**config.mk**
```make
export PLATFORM = sky130hd
export DESIGN_NAME = sprite_scanline_evaluation
export DESIGN_NICKNAME = d
export VERILOG_FILES = /design/src/hdl/sse_pkg.sv /design/src/hdl/sse_ram.sv /design/src/hdl/sprite_scanline_evaluation.sv
export VERILOG_INCLUDE_DIRS = /design/src /design/src/hdl
export SDC_FILE = /design/constraint.sdc
export NUM_CORES = 2
export LEC_CHECK = 0
export BUFFER_PORTS_ARGS = -buffer_cell sky130_fd_sc_hd__buf_2
export CAP_MARGIN = 15
export CORE_MARGIN = 3
export CORE_UTILIZATION = 45
export DETAILED_ROUTE_END_ITERATION = 7
export RECOVER_POWER = 50
export SETUP_SLACK_MARGIN = 0.02
export SKIP_CTS_REPAIR_TIMING = 1
export SYNTH_ARGS = -nofsm -noshare
export SYNTH_HDL_FRONTEND = slang
export SYNTH_SLANG_ARGS = --single-unit
```
**constraint.sdc**
```tcl
create_clock -name clk -period 3.4 [get_ports clk]
set_input_delay 0.34 -clock clk [delete_from_list [all_inputs] [get_ports clk]]
set_output_delay 0.34 -clock clk [all_outputs]
set_load 0.01 [all_outputs]
```
**src/hdl/sprite_scanline_evaluation_assert.svh**
```systemverilog
// Assertion macros shared by the sprite evaluation RTL.
`ifndef SPRITE_SCANLINE_EVALUATION_ASSERT_SVH
`define SPRITE_SCANLINE_EVALUATION_ASSERT_SVH

// Consequent holds in the same cycle as the antecedent.
`define SSE_ASSERT_SAME(label, clk, rst, ante, cons, msg) \
  label: assert property (@(posedge clk) disable iff (rst) (ante) |-> (cons)) \
    else $error(msg);

// Consequent holds in the cycle after the antecedent.
`define SSE_ASSERT_NEXT(label, clk, rst, ante, cons, msg) \
  label: assert property (@(posedge clk) disable iff (rst) (ante) |=> (cons)) \
    else $error(msg);

`endif

```
**src/hdl/sse_pkg.sv**
```systemverilog
package sse_pkg;

  localparam int SPRITE_ENTRIES = 64;
  localparam int MAX_SELECTED   = 16;

  // Sprite memory is 256 bytes held as four byte lanes of 64 rows.
  localparam int MEM_ROWS = 64;
  localparam int ROW_W    = $clog2(MEM_ROWS);
  localparam int SEL_W    = $clog2(MAX_SELECTED);

  localparam logic [ROW_W-1:0] ROW_LAST  = ROW_W'(MEM_ROWS - 1);
  localparam logic [5:0]       SCAN_LAST = 6'(SPRITE_ENTRIES - 1);

  localparam logic [1:0] LANE_Y    = 2'd0;
  localparam logic [1:0] LANE_TILE = 2'd1;
  localparam logic [1:0] LANE_ATTR = 2'd2;
  localparam logic [1:0] LANE_X    = 2'd3;

  localparam logic [7:0] ATTR_MASK  = 8'he3;
  localparam logic [7:0] CLEAR_BYTE = 8'hff;

  localparam logic [4:0] LIMIT_MIN   = 5'd8;
  localparam logic [4:0] LIMIT_MAX   = 5'(MAX_SELECTED);
  localparam logic [4:0] OVF_COUNT   = 5'd8;
  localparam logic [4:0] LIMIT_RESET = 5'd16;

  localparam logic CFG_TALL  = 1'b0;
  localparam logic CFG_LIMIT = 1'b1;

  typedef enum logic [1:0] {
    OP_SET_PTR = 2'd0,
    OP_WRITE   = 2'd1,
    OP_READ    = 2'd2,
    OP_EVAL    = 2'd3
  } op_t;

  typedef struct packed {
    logic [1:0] operation;
    logic [7:0] data_byte;
    logic [8:0] scanline_number;
  } cmd_t;

  typedef struct packed {
    logic [7:0] read_data;
    logic       found;
    logic [5:0] sprite_index;
    logic [7:0] sprite_y;
    logic [7:0] sprite_tile;
    logic [7:0] sprite_attr;
    logic [7:0] sprite_x;
    logic [4:0] selected_count;
    logic       overflow;
    logic       last;
  } result_t;

  // Program steps of the sequencer.
  typedef enum logic [3:0] {
    S_CLEAR    = 4'd0,
    S_IDLE     = 4'd1,
    S_RD_ISSUE = 4'd2,
    S_RD_OUT   = 4'd3,
    S_EV_INIT  = 4'd4,
    S_EV_SCAN  = 4'd5,
    S_EM_INIT  = 4'd6,
    S_EM_LOOP  = 4'd7,
    S_EM_NONE  = 4'd8
  } step_t;

  typedef enum logic [2:0] {
    J_NEXT,        // step + 1
    J_GOTO,        // target
    J_DISPATCH,    // branch on accepted read or evaluate, else hold
    J_WAIT_CLEAR,  // target when clear sweep ends, else hold
    J_WAIT_SCAN,   // target when scan ends, else hold
    J_IF_NONE,     // target when nothing selected, else step + 1
    J_WAIT_LAST    // target on final emitted word, else hold
  } jump_t;

  typedef enum logic [1:0] {
    RA_PTR,
    RA_SCAN,
    RA_SEL
  } rsel_t;

  typedef struct packed {
    jump_t jump;
    step_t target;
    logic  busy;
    rsel_t rsel;
    logic  clear;
    logic  eval_init;
    logic  scan;
    logic  emit_init;
    logic  emit;
    logic  emit_none;
    logic  read_out;
  } uword_t;

  function automatic uword_t uw(jump_t j, step_t t, logic b, rsel_t r,
                                logic [6:0] act);
    uword_t w;
    w.jump      = j;
    w.target    = t;
    w.busy      = b;
    w.rsel      = r;
    w.clear     = act[6];
    w.eval_init = act[5];
    w.scan      = act[4];
    w.emit_init = act[3];
    w.emit      = act[2];
    w.emit_none = act[1];
    w.read_out  = act[0];
    return w;
  endfunction

  // Control store. Action bits: clear, eval_init, scan, emit_init, emit,
  // emit_none, read_out.
  function automatic uword_t ucode(step_t s);
    uword_t w;
    unique case (s)
      S_CLEAR:    w = uw(J_WAIT_CLEAR, S_IDLE,    1'b1, RA_PTR,  7'b1000000);
      S_IDLE:     w = uw(J_DISPATCH,   S_IDLE,    1'b0, RA_PTR,  7'b0000000);
      S_RD_ISSUE: w = uw(J_NEXT,       S_IDLE,    1'b1, RA_PTR,  7'b0000000);
      S_RD_OUT:   w = uw(J_GOTO,       S_IDLE,    1'b1, RA_PTR,  7'b0000001);
      S_EV_INIT:  w = uw(J_NEXT,       S_IDLE,    1'b1, RA_SCAN, 7'b0100000);
      S_EV_SCAN:  w = uw(J_WAIT_SCAN,  S_EM_INIT, 1'b1, RA_SCAN, 7'b0010000);
      S_EM_INIT:  w = uw(J_IF_NONE,    S_EM_NONE, 1'b1, RA_SEL,  7'b0001000);
      S_EM_LOOP:  w = uw(J_WAIT_LAST,  S_IDLE,    1'b1, RA_SEL,  7'b0000100);
      S_EM_NONE:  w = uw(J_GOTO,       S_IDLE,    1'b1, RA_PTR,  7'b0000010);
      default:    w = uw(J_GOTO,       S_IDLE,    1'b1, RA_PTR,  7'b0000000);
    endcase
    return w;
  endfunction

  function automatic logic [4:0] clamp_limit(logic [4:0] v);
    logic [4:0] r;
    if (v < LIMIT_MIN) r = LIMIT_MIN;
    else if (v > LIMIT_MAX) r = LIMIT_MAX;
    else r = v;
    return r;
  endfunction

endpackage

```
**src/hdl/sse_ram.sv**
```systemverilog
module sse_ram #(
  parameter int WIDTH = 8,
  parameter int DEPTH = 64
) (
  input  logic                     clk,
  input  logic                     we,
  input  logic [$clog2(DEPTH)-1:0] waddr,
  input  logic [WIDTH-1:0]         wdata,
  input  logic [$clog2(DEPTH)-1:0] raddr,
  output logic [WIDTH-1:0]         rdata
);

  logic [WIDTH-1:0] mem [DEPTH];

  always_ff @(posedge clk) begin
    if (we) begin
      mem[waddr] <= wdata;
    end
    rdata <= mem[raddr];
  end

endmodule

```
**src/hdl/sprite_scanline_evaluation.sv**
```systemverilog
// Channel   Ports                           Handshake
// command   cmd (cmd_t)                     taken when start && !busy
// result    result (result_t)               one word per cycle with result_strobe
// config    cfg_we, cfg_index, cfg_data     written when cfg_we, no wait
//
// Set pointer and write byte finish in the cycle they are taken.
// Read byte: the row is read in the issue step and the result word comes out in the
// output step, busy high through both. Evaluate: one sprite entry per cycle through
// the scan step, then a setup step and one result word per selected sprite (one
// word if none). Busy stays high until the final word has gone.
// After reset a sweep writes 0xff over all 64 memory rows (busy high).
// The receiver cannot stall: every result word is taken in its strobe cycle.
`include "sprite_scanline_evaluation_assert.svh"

module sprite_scanline_evaluation (
  input  logic             clk,
  input  logic             rst,
  input  logic             start,
  output logic             busy,
  input  sse_pkg::cmd_t    cmd,
  output sse_pkg::result_t result,
  output logic             result_strobe,
  input  logic             cfg_we,
  input  logic             cfg_index,
  input  logic [4:0]       cfg_data
);

  // Sequencer state and control word.
  sse_pkg::step_t  pc;
  sse_pkg::step_t  pc_next;
  sse_pkg::uword_t uw;

  // Configuration.
  logic       tall;
  logic [4:0] limit;

  // Datapath registers.
  logic [7:0]                    ptr;
  logic [sse_pkg::ROW_W-1:0]     clr_cnt;
  logic [8:0]                    line;
  logic [5:0]                    scan_addr;
  logic [5:0]                    chk_idx;
  logic                          chk_valid;
  logic [4:0]                    count;
  logic                          ovf;
  logic [5:0]                    sel_buf [sse_pkg::MAX_SELECTED];
  logic [5:0]                    cur_idx;
  logic [4:0]                    rp;

  logic accept;
  logic wr_cmd;

  // Memory ports.
  logic [3:0]                lane_we;
  logic [sse_pkg::ROW_W-1:0] waddr;
  logic [7:0]                wdata;
  logic [sse_pkg::ROW_W-1:0] raddr;
  logic [7:0]                lane_rdata [4];

  // Scan compare.
  logic [9:0]                diff;
  logic                      hit;
  logic                      take;
  logic                      set_ovf;
  logic                      scan_break;
  logic                      scan_done;
  logic [sse_pkg::SEL_W-1:0] sel_rd;
  logic [5:0]                sel_idx;
  logic                      emit_last;
  logic [7:0]                rd_byte;

  assign accept = start && !busy;
  assign wr_cmd = accept && (sse_pkg::op_t'(cmd.operation) == sse_pkg::OP_WRITE);

  // ---------------------------------------------------------------- control
  always_comb begin
    uw   = sse_pkg::ucode(pc);
    busy = uw.busy;
  end

  always_comb begin
    pc_next = pc;
    unique case (uw.jump)
      sse_pkg::J_NEXT:  pc_next = sse_pkg::step_t'(pc + 4'd1);
      sse_pkg::J_GOTO:  pc_next = uw.target;
      sse_pkg::J_DISPATCH: begin
        if (accept) begin
          unique case (sse_pkg::op_t'(cmd.operation))
            sse_pkg::OP_READ:    pc_next = sse_pkg::S_RD_ISSUE;
            sse_pkg::OP_EVAL:    pc_next = sse_pkg::S_EV_INIT;
            sse_pkg::OP_SET_PTR,
            sse_pkg::OP_WRITE:   pc_next = pc;
          endcase
        end
      end
      sse_pkg::J_WAIT_CLEAR: if (clr_cnt == sse_pkg::ROW_LAST) pc_next = uw.target;
      sse_pkg::J_WAIT_SCAN:  if (scan_done) pc_next = uw.target;
      sse_pkg::J_IF_NONE: begin
        if (count == 5'd0) pc_next = uw.target;
        else pc_next = sse_pkg::step_t'(pc + 4'd1);
      end
      sse_pkg::J_WAIT_LAST:  if (emit_last) pc_next = uw.target;
      default:               pc_next = sse_pkg::S_IDLE;
    endcase
  end

  always_ff @(posedge clk) begin
    if (rst) begin
      pc <= sse_pkg::S_CLEAR;
    end else begin
      pc <= pc_next;
    end
  end

  // ---------------------------------------------------------- configuration
  always_ff @(posedge clk) begin
    if (rst) begin
      tall  <= 1'b0;
      limit <= sse_pkg::clamp_limit(sse_pkg::LIMIT_RESET);
    end else if (cfg_we) begin
      unique case (cfg_index)
        sse_pkg::CFG_TALL:  tall  <= cfg_data[0];
        sse_pkg::CFG_LIMIT: limit <= sse_pkg::clamp_limit(cfg_data);
      endcase
    end
  end

  // ------------------------------------------------------- sprite memory
  // Four byte lanes: row = pointer[7:2], lane = pointer[1:0]. A whole entry
  // comes out of one row read.
  assign waddr = uw.clear ? clr_cnt : ptr[7:2];
  assign wdata = uw.clear ? sse_pkg::CLEAR_BYTE : cmd.data_byte;

  assign sel_rd  = uw.emit_init ? '0 : rp[sse_pkg::SEL_W-1:0];
  assign sel_idx = sel_buf[sel_rd];

  always_comb begin
    unique case (uw.rsel)
      sse_pkg::RA_PTR:  raddr = ptr[7:2];
      sse_pkg::RA_SCAN: raddr = sse_pkg::ROW_W'(scan_addr);
      sse_pkg::RA_SEL:  raddr = sse_pkg::ROW_W'(sel_idx);
      default:          raddr = ptr[7:2];
    endcase
  end

  for (genvar ln = 0; ln < 4; ln++) begin : g_lane
    assign lane_we[ln] = uw.clear || (wr_cmd && (ptr[1:0] == 2'(ln)));

    sse_ram #(
      .WIDTH(8),
      .DEPTH(sse_pkg::MEM_ROWS)
    ) u_lane (
      .clk  (clk),
      .we   (lane_we[ln]),
      .waddr(waddr),
      .wdata(wdata),
      .raddr(raddr),
      .rdata(lane_rdata[ln])
    );
  end

  // ------------------------------------------------------------ host access
  always_ff @(posedge clk) begin
    if (rst) begin
      ptr     <= 8'd0;
      clr_cnt <= '0;
    end else begin
      if (uw.clear) clr_cnt <= clr_cnt + sse_pkg::ROW_W'(1);
      if (accept && (sse_pkg::op_t'(cmd.operation) == sse_pkg::OP_SET_PTR)) begin
        ptr <= cmd.data_byte;
      end else if (wr_cmd) begin
        ptr <= ptr + 8'd1;
      end
    end
  end

  // ------------------------------------------------------------------- scan
  // A row is issued one cycle and compared the next, so the scan runs one
  // entry per cycle. Difference is taken wide enough to see line < y.
  assign diff = {1'b0, line} - {2'b00, lane_rdata[sse_pkg::LANE_Y]};
  assign hit  = chk_valid && !diff[9] && (diff[8:4] == 5'd0) && (tall || !diff[3]);

  always_comb begin
    set_ovf    = hit && (count == sse_pkg::OVF_COUNT);
    take       = hit && !(set_ovf && (limit == sse_pkg::LIMIT_MIN)) && (count < limit);
    scan_break = (set_ovf && (limit == sse_pkg::LIMIT_MIN))
              || (take && ((count + 5'd1) == limit) && (limit != sse_pkg::LIMIT_MIN));
    scan_done  = scan_break || (chk_valid && (chk_idx == sse_pkg::SCAN_LAST));
  end

  always_ff @(posedge clk) begin
    if (rst) begin
      count     <= 5'd0;
      ovf       <= 1'b0;
      chk_valid <= 1'b0;
      rp        <= 5'd0;
    end else begin
      if (uw.eval_init) begin
        count     <= 5'd0;
        ovf       <= 1'b0;
        chk_valid <= 1'b0;
      end else if (uw.scan) begin
        chk_valid <= 1'b1;
        if (set_ovf) ovf <= 1'b1;
        if (take) count <= count + 5'd1;
      end
      if (uw.emit_init) rp <= 5'd1;
      else if (uw.emit) rp <= rp + 5'd1;
    end
  end

  // Payload registers: no reset.
  always_ff @(posedge clk) begin
    if (accept) line <= cmd.scanline_number;
    if (uw.eval_init) begin
      scan_addr <= 6'd0;
    end else if (uw.scan) begin
      scan_addr <= scan_addr + 6'd1;
      chk_idx   <= scan_addr;
      if (take) sel_buf[count[sse_pkg::SEL_W-1:0]] <= chk_idx;
    end
    // Hold the entry number of the row now being read.
    if (uw.emit_init || uw.emit) cur_idx <= sel_idx;
  end

  // ----------------------------------------------------------------- output
  assign emit_last = (rp == count);
  assign rd_byte   = (ptr[1:0] == sse_pkg::LANE_ATTR)
                   ? (lane_rdata[ptr[1:0]] & sse_pkg::ATTR_MASK)
                   : lane_rdata[ptr[1:0]];

  always_comb begin
    result        = '0;
    result_strobe = uw.read_out || uw.emit || uw.emit_none;
    if (uw.read_out) begin
      result.read_data = rd_byte;
      result.last      = 1'b1;
    end else if (uw.emit) begin
      result.found          = 1'b1;
      result.sprite_index   = cur_idx;
      result.sprite_y       = lane_rdata[sse_pkg::LANE_Y];
      result.sprite_tile    = lane_rdata[sse_pkg::LANE_TILE];
      result.sprite_attr    = lane_rdata[sse_pkg::LANE_ATTR];
      result.sprite_x       = lane_rdata[sse_pkg::LANE_X];
      result.selected_count = rp;
      result.overflow       = ovf;
      result.last           = emit_last;
    end else if (uw.emit_none) begin
      result.overflow = ovf;
      result.last     = 1'b1;
    end
  end

  // ------------------------------------------------------------- assertions
  `SSE_ASSERT_SAME(a_strobe_busy, clk, rst, result_strobe, busy,
    "result word outside a busy period")
  `SSE_ASSERT_NEXT(a_eval_busy, clk, rst,
    accept && (cmd.operation == 2'(sse_pkg::OP_EVAL)), busy,
    "evaluation taken but block not busy")
  `SSE_ASSERT_SAME(a_ovf_count, clk, rst, ovf, count >= sse_pkg::OVF_COUNT,
    "overflow set with fewer than eight selected")
  `SSE_ASSERT_SAME(a_found_count, clk, rst, result_strobe && result.found,
    (result.selected_count != 5'd0) && (result.selected_count <= count),
    "selected sprite word carries a bad count")

endmodule
```
## Yosys cells after proc, flatten, opt, wreduce, memory -nomap -nowiden

Memories as Yosys holds them, arrays and structs flattened. A register that Yosys moved wholly into a read port is not among the register bits.
Index checks and enable logic that the tools add are counted.

| cells by class | value |
|---|---|
| equality and inequality tests | 26 |
| $mul | 0 |
| shift operators | 0 |
| reduce and logical (&&, ||, !) cells | 47 |
| $add $sub $neg | 7 |
| muxes and demuxes | 41 |
| divide/modulo/power cells | 0 |
| bitwise operators | 3 |
| $lt $le $gt $ge | 4 |

Operators with widths:

| operator | count |
|---|---|
| 2-to-1 mux 8 bit | 6 |
| 2-to-1 mux 45 bit | 1 |
| 2-to-1 mux 44 bit | 1 |
| 2-to-1 mux 4 bit | 8 |
| one-hot mux 4 bit (7 select lines) | 1 |
| logical AND 1 bit | 17 |
| binary-select mux 8 bit (select 2 bit) | 1 |
| 2-to-1 mux 1 bit | 15 |
| 2-to-1 mux 5 bit | 3 |
| adder 6 x 1 -> 6 bit, second input constant | 2 |
| == test 6 bit, second input constant | 2 |
| one-hot mux 6 bit (2 select lines) | 1 |
| adder 5 x 1 -> 5 bit, second input constant | 2 |
| == test 2 bit, second input constant | 5 |
| == test 5 x 4 -> 1 bit, second input constant | 2 |
| == test 5 bit | 2 |
| logical NOT 5 bit | 2 |
| logical OR 1 bit | 10 |
| inequality test 2 bit, second input constant | 5 |
| AND reduction 2 bit | 5 |
| subtractor 9 x 8 -> 10 bit | 1 |
| == test 3 bit, second input constant | 3 |
| adder 8 x 1 -> 8 bit, second input constant | 1 |
| one-hot mux 4 bit (2 select lines) | 1 |
| 19 further kinds | 31 |

| word-level totals | value |
|---|---|
| input port bits | 29 |
| memory bits (writable) | 2144 |
| ROM bits | 272 |
| output and inout bits | 56 |
| logic and storage cells | 148 |
| memories | 6 |
| register bits after elaboration | 63 |
| bits in latches | 0 |

Memory list:

| memory | words | width | read ports | clocked after Yosys merged registers in | wr ports | RTL line | text |
|---|---|---|---|---|---|---|---|
| g_lane[0].u_lane.mem | 64 | 8 | 1 | 1 | 1 | sse_ram.sv:13 | `logic [WIDTH-1:0] mem [DEPTH];` |
| g_lane[1].u_lane.mem | 64 | 8 | 1 | 1 | 1 | sse_ram.sv:13 |  |
| g_lane[2].u_lane.mem | 64 | 8 | 1 | 1 | 1 | sse_ram.sv:13 |  |
| g_lane[3].u_lane.mem | 64 | 8 | 1 | 1 | 1 | sse_ram.sv:13 |  |
| (no name shown) | 16 | 17 | 1 | 1 | 0 | sse_pkg.sv:120 | `unique case (s)` |
| sel_buf | 16 | 6 | 1 | 0 | 1 | sprite_scanline_evaluation.sv:46 | `logic [5:0] sel_buf [sse_pkg::MAX_SELECTED];` |

## Longest topological paths before layout

| depth | value |
|---|---|
| depth in word-level cells | 18 |
| mapped depth | 17 |
| depth with buffers taken out | 14 |

## By module

From an unflattened synthesis, not the netlist that was laid out.

| second synthesis, totals | value |
|---|---|
| cell total of the unflattened synthesis | 4510 |
| area, all modules | 89324.4 um2 |

Modules (own cells, without submodules):

| module | instances | area an instance (um2) | sequential area each (um2) | cells each |
|---|---|---|---|---|
| sse_ram | 4 | 20166.8 | 15534.9 | 940 |
| sprite_scanline_evaluation | 1 | 8657.1 | 4634.4 | 750 |

## Worst setup path after synthesis

No wires, ideal clock.

| path | value |
|---|---|
| path type | register to register |
| start | register, netlist name uw[6] |
| end | memory g_lane[0].u_lane.mem[0][0], data pin |
| setup time | 0.555 ns |
| setup slack | -0.047 ns |
| stages on the path, launching flop included | 5 |
| data arrival time | 2.892 ns |
| buffers on the path | 3 |
| cell sequence | dfxtp_1 -> clkbuf_1 -> clkbuf_1 -> clkbuf_1 -> or2_2 |

| on the way | value |
|---|---|
| cells in the longest elaborated chain, start to end | 1 |

Ends and longest elaborated chain:

| item | RTL line | text |
|---|---|---|
| 2-to-1 mux 8 bit | sprite_scanline_evaluation.sv:132 | `assign wdata = uw.clear ? sse_pkg::CLEAR_BYTE : cmd.data_byte;` |
| via g_lane[0].u_lane.wdata[0] | sse_ram.sv:8 | `input logic [WIDTH-1:0] wdata,` |
| to (decl) | sse_ram.sv:13 |  |

The timed path passes the listed nets, and every way through them passes these cells.

## Worst setup path after layout

| path | value |
|---|---|
| start | register, netlist name uw[3] |
| end | register g_lane[0].u_lane.rdata[7] (read register of g_lane[0].u_lane.mem) |

| on the way | value |
|---|---|
| cells in the longest elaborated chain, start to end | 3 |

Ends and longest elaborated chain:

| item | RTL line | text |
|---|---|---|
| 2-to-1 mux 4 bit | sprite_scanline_evaluation.sv:134 | `assign sel_rd = uw.emit_init ? '0 : rp[sse_pkg::SEL_W-1:0];` |
| memory (16 x 6 bit) | n/a |  |
| one-hot mux 6 bit (2 select lines) | sprite_scanline_evaluation.sv:138 | `unique case (uw.rsel)` |
| to (decl) | sse_ram.sv:10 | `output logic [WIDTH-1:0] rdata` |

No other way between the ends.
A chain may end at the register's enable or synchronous reset.

==> impl_metrics.ini <==
[status]
status = finished with violations
failed_checks = capacitance limit, slew limit, setup timing

[clocking]
htreeDepth = 4
numCtsBuffers = 226
cts_buffer_depth = 3
clock_latency_ns = 0.86
tritoncts = yes
clock-root-buffer = clkbuf_16
cts_sinks = 2253
cts.clk_slew.worst_paths_ns = 0.06

[layout]
final_common_cell = edfxtp_1
final_cells = 10144
final_cell_mix = edfxtp_1 (2165), nand2_1 (1345), buf_4 (790), nand3_1 (493), nor2_1 (328)
area_growth_syn_to_layout_pct = 22.9
drive_above_1_share = 0.236
nets = 7360

[critical_path]
critPathKind = reg -> reg
critPathArrivalTime_ns = 4.28
path_max_fanout = 7
crit_path_end_kind = flip-flop
worst_setup_path_start_kind = flip-flop
worst_ep_required_time_ns = 4.13

[global_route]
grt_max_degree = 126
gr-usage-met2 = 0.418
grt_first_pass_wirelength_mm = 403
met3_usage = 0.0518
grt-ovfl-total = 0
met1_usage = 0.373
first_global_vias = 56913
antenna_found_initial = 16
grt.total_usage = 0.268
busiest_layer = met2

[floorplan]
ioPinCount = 85
initial_core_util = 0.455
rows = 163
core_area_mm2 = 0.198
dieHeight_um = 454
die_w_um = 454
fp.dieArea_mm2 = 0.206

[placement]
place_hpwl_mm = 186
io_buffer_count = 84
place.gp.congestion = 0.913
dpl.cell_count = 9554
pre_cts_ws_ns = -0.614

[timing]
setup_violations = 30
hold_viol = 0
whs_ns = 0.000644
maxSlewViolCount = 464
slew_headroom = -0.414
worst_slack_ns = -0.154
worst_pin_slew_ns = 2.12
fmax_mhz = 281
period_minus_slack_ns = 3.55
skew_ns = 0.0381
tns_ns = -1.94
period_share = 1.05
rsz0062_at_grt = true

[yosys]
synthCells = 6338
netlist_area_mm2 = 0.0904
synthDominantAreaCellType = edfxtp_1
synthTopCellsByArea = edfxtp_1 (72%), nand2_1 (5.6%), mux4_2 (3.2%), nand3_1 (2.8%), dfxtp_1 (1.9%)
syn_avg_cell_area_um2 = 14.3
synth_cell_types = 89
synthArstFlopShare = 0
synth_top_area_frac = 0.719
synth-seq-cells = 2253
ys_seq_area_frac = 0.739
synth-edff-count = 2165
ys_warn_count = 0
synthFlopType = edfxtp_1
syn_nets = 6397

[power_and_ir_drop]
p_sw_frac = 0.200
p_leak_nw = 37.8
pwr-share-clk = 0.441
comb_power_share = 0.010
max-vdd-ir-drop_mv = 0.466
p_switching_mw = 10.9
power.internal_mw = 43.7
seqPwrFrac = 0.549
power_per_cell_area_mw_per_mm2 = 492

[routing]
drc = 0
avgRoutedWirePerCell_um = 28.5
wirelength_mm = 289
drtAntennaViolNets = 0
drt_first_pass_iters = 6
viasPerCell = 5.94
drt_iter0_drc = 8233
vias = 60268

[min_path]
min_path_type = in -> reg

[run]
maxCapViolCount = 7
-- synth_stat cells (36+ instances only) --
master / instances
inv_1: 38
a22oi_1: 74
nor2_1: 341
mux4_2: 128
nand2_1: 1354
dfxtp_1: 88
edfxtp_1: 2165
a31oi_1: 86
and3_1: 90
a21oi_1: 226
mux2i_1: 130
nand4_1: 36
o22ai_1: 51
a221oi_1: 69
buf_2: 159
and2_1: 49
nor3_1: 59
clkbuf_1: 161
nand3_1: 502
-- cells by family (layout without fill, tap and decap cells) --
family	Yosys count	in the layout	synth area share
AO/OA/AOI/OAI	773	773	0.0595
XOR/XNOR	29	29	0.00281
adder cells (fa/ha/maj)	30	30	0.00415
buffers and inverters	440	1598	0.0234
flip-flops	2253	2253	0.739
multiplexers	275	275	0.0496
other	0	7	0
AND/OR/NAND/NOR	2538	2539	0.122
-- flip-flops by register name, summed over array words and instances (netlist names), 6 cells and up --
register             count
ptr                      8
g_lane.u_lane.mem     2048
uw                      14
cur_idx                  6
chk_idx                  6
clr_cnt                  6
line                     9
sel_buf                 96
g_lane.u_lane.rdata     32
scan_addr                6
-- per-layer routing --
metal,routed length [um],part of all wire
met1,114000,0.39
met2,132000,0.46
met3,29600,0.10
met4,13400,0.046
met5,27,0.000093
-- stage by stage --
stage	total power, mW	utilization	cell area, um^2
3_5_place_dp	31.1	0.507	101000
5_1_grt	56.0	0.560	111000
2_1_floorplan	30.8	-	90400
6_report	54.6	0.560	111000
3_3_place_gp	31.1	0.507	101000
4_1_cts	54.9	0.543	108000
-- final timing paths --
path	start	endpoint	slack [ns]	depth (start not counted)
max	uw[3]	g_lane[0].u_lane.rdata[7]	-0.15	14
min	cmd[13]	ptr[4]	0.0006	5
max reg2reg	uw[3]	g_lane[0].u_lane.rdata[7]	-0.15	14
min reg2reg	ovf	ovf	0.47	2
-- worst max-delay path, cell delays in order, from the launching register on --
cell     delay, ns
dfxtp_4       0.37
buf_8         0.14
nor3b_4       0.34
a22oi_2       0.17
o211a_1       0.17
o21a_4        0.25
nor2_8        0.21
buf_12        0.19
buf_16        0.17
buf_6         0.12
buf_6         0.08
mux4_2        0.49
a22oi_2       0.18
o22ai_2       0.16
or3_1         0.36
-- cell type report --
cell class | count | area (um^2)
well taps | 2640 | 3300
diodes | 7 | 17.5
clock buffers | 291 | 6000
fillers | 15733 | 87400
clock inverters | 133 | 1100
inverters | 40 | 150
repair buffers | 1134 | 11000
multi-input cells | 3646 | 22700
flip-flops and latches | 2253 | 66800
-- power by group through the flow --
stage / Combinational (mW) / Clock (mW) / Sequential [mW]
floorplan: 0.167 / 0 / 30.6
global placement: 0.475 / 0 / 30.6
detailed placement: 0.478 / 0 / 30.6
CTS: 0.480 / 24.4 / 30.0
global route: 0.528 / 25.5 / 30.0
finish: 0.520 / 24.1 / 30.0
No activity file was read; power rests on OpenSTA's default activity.
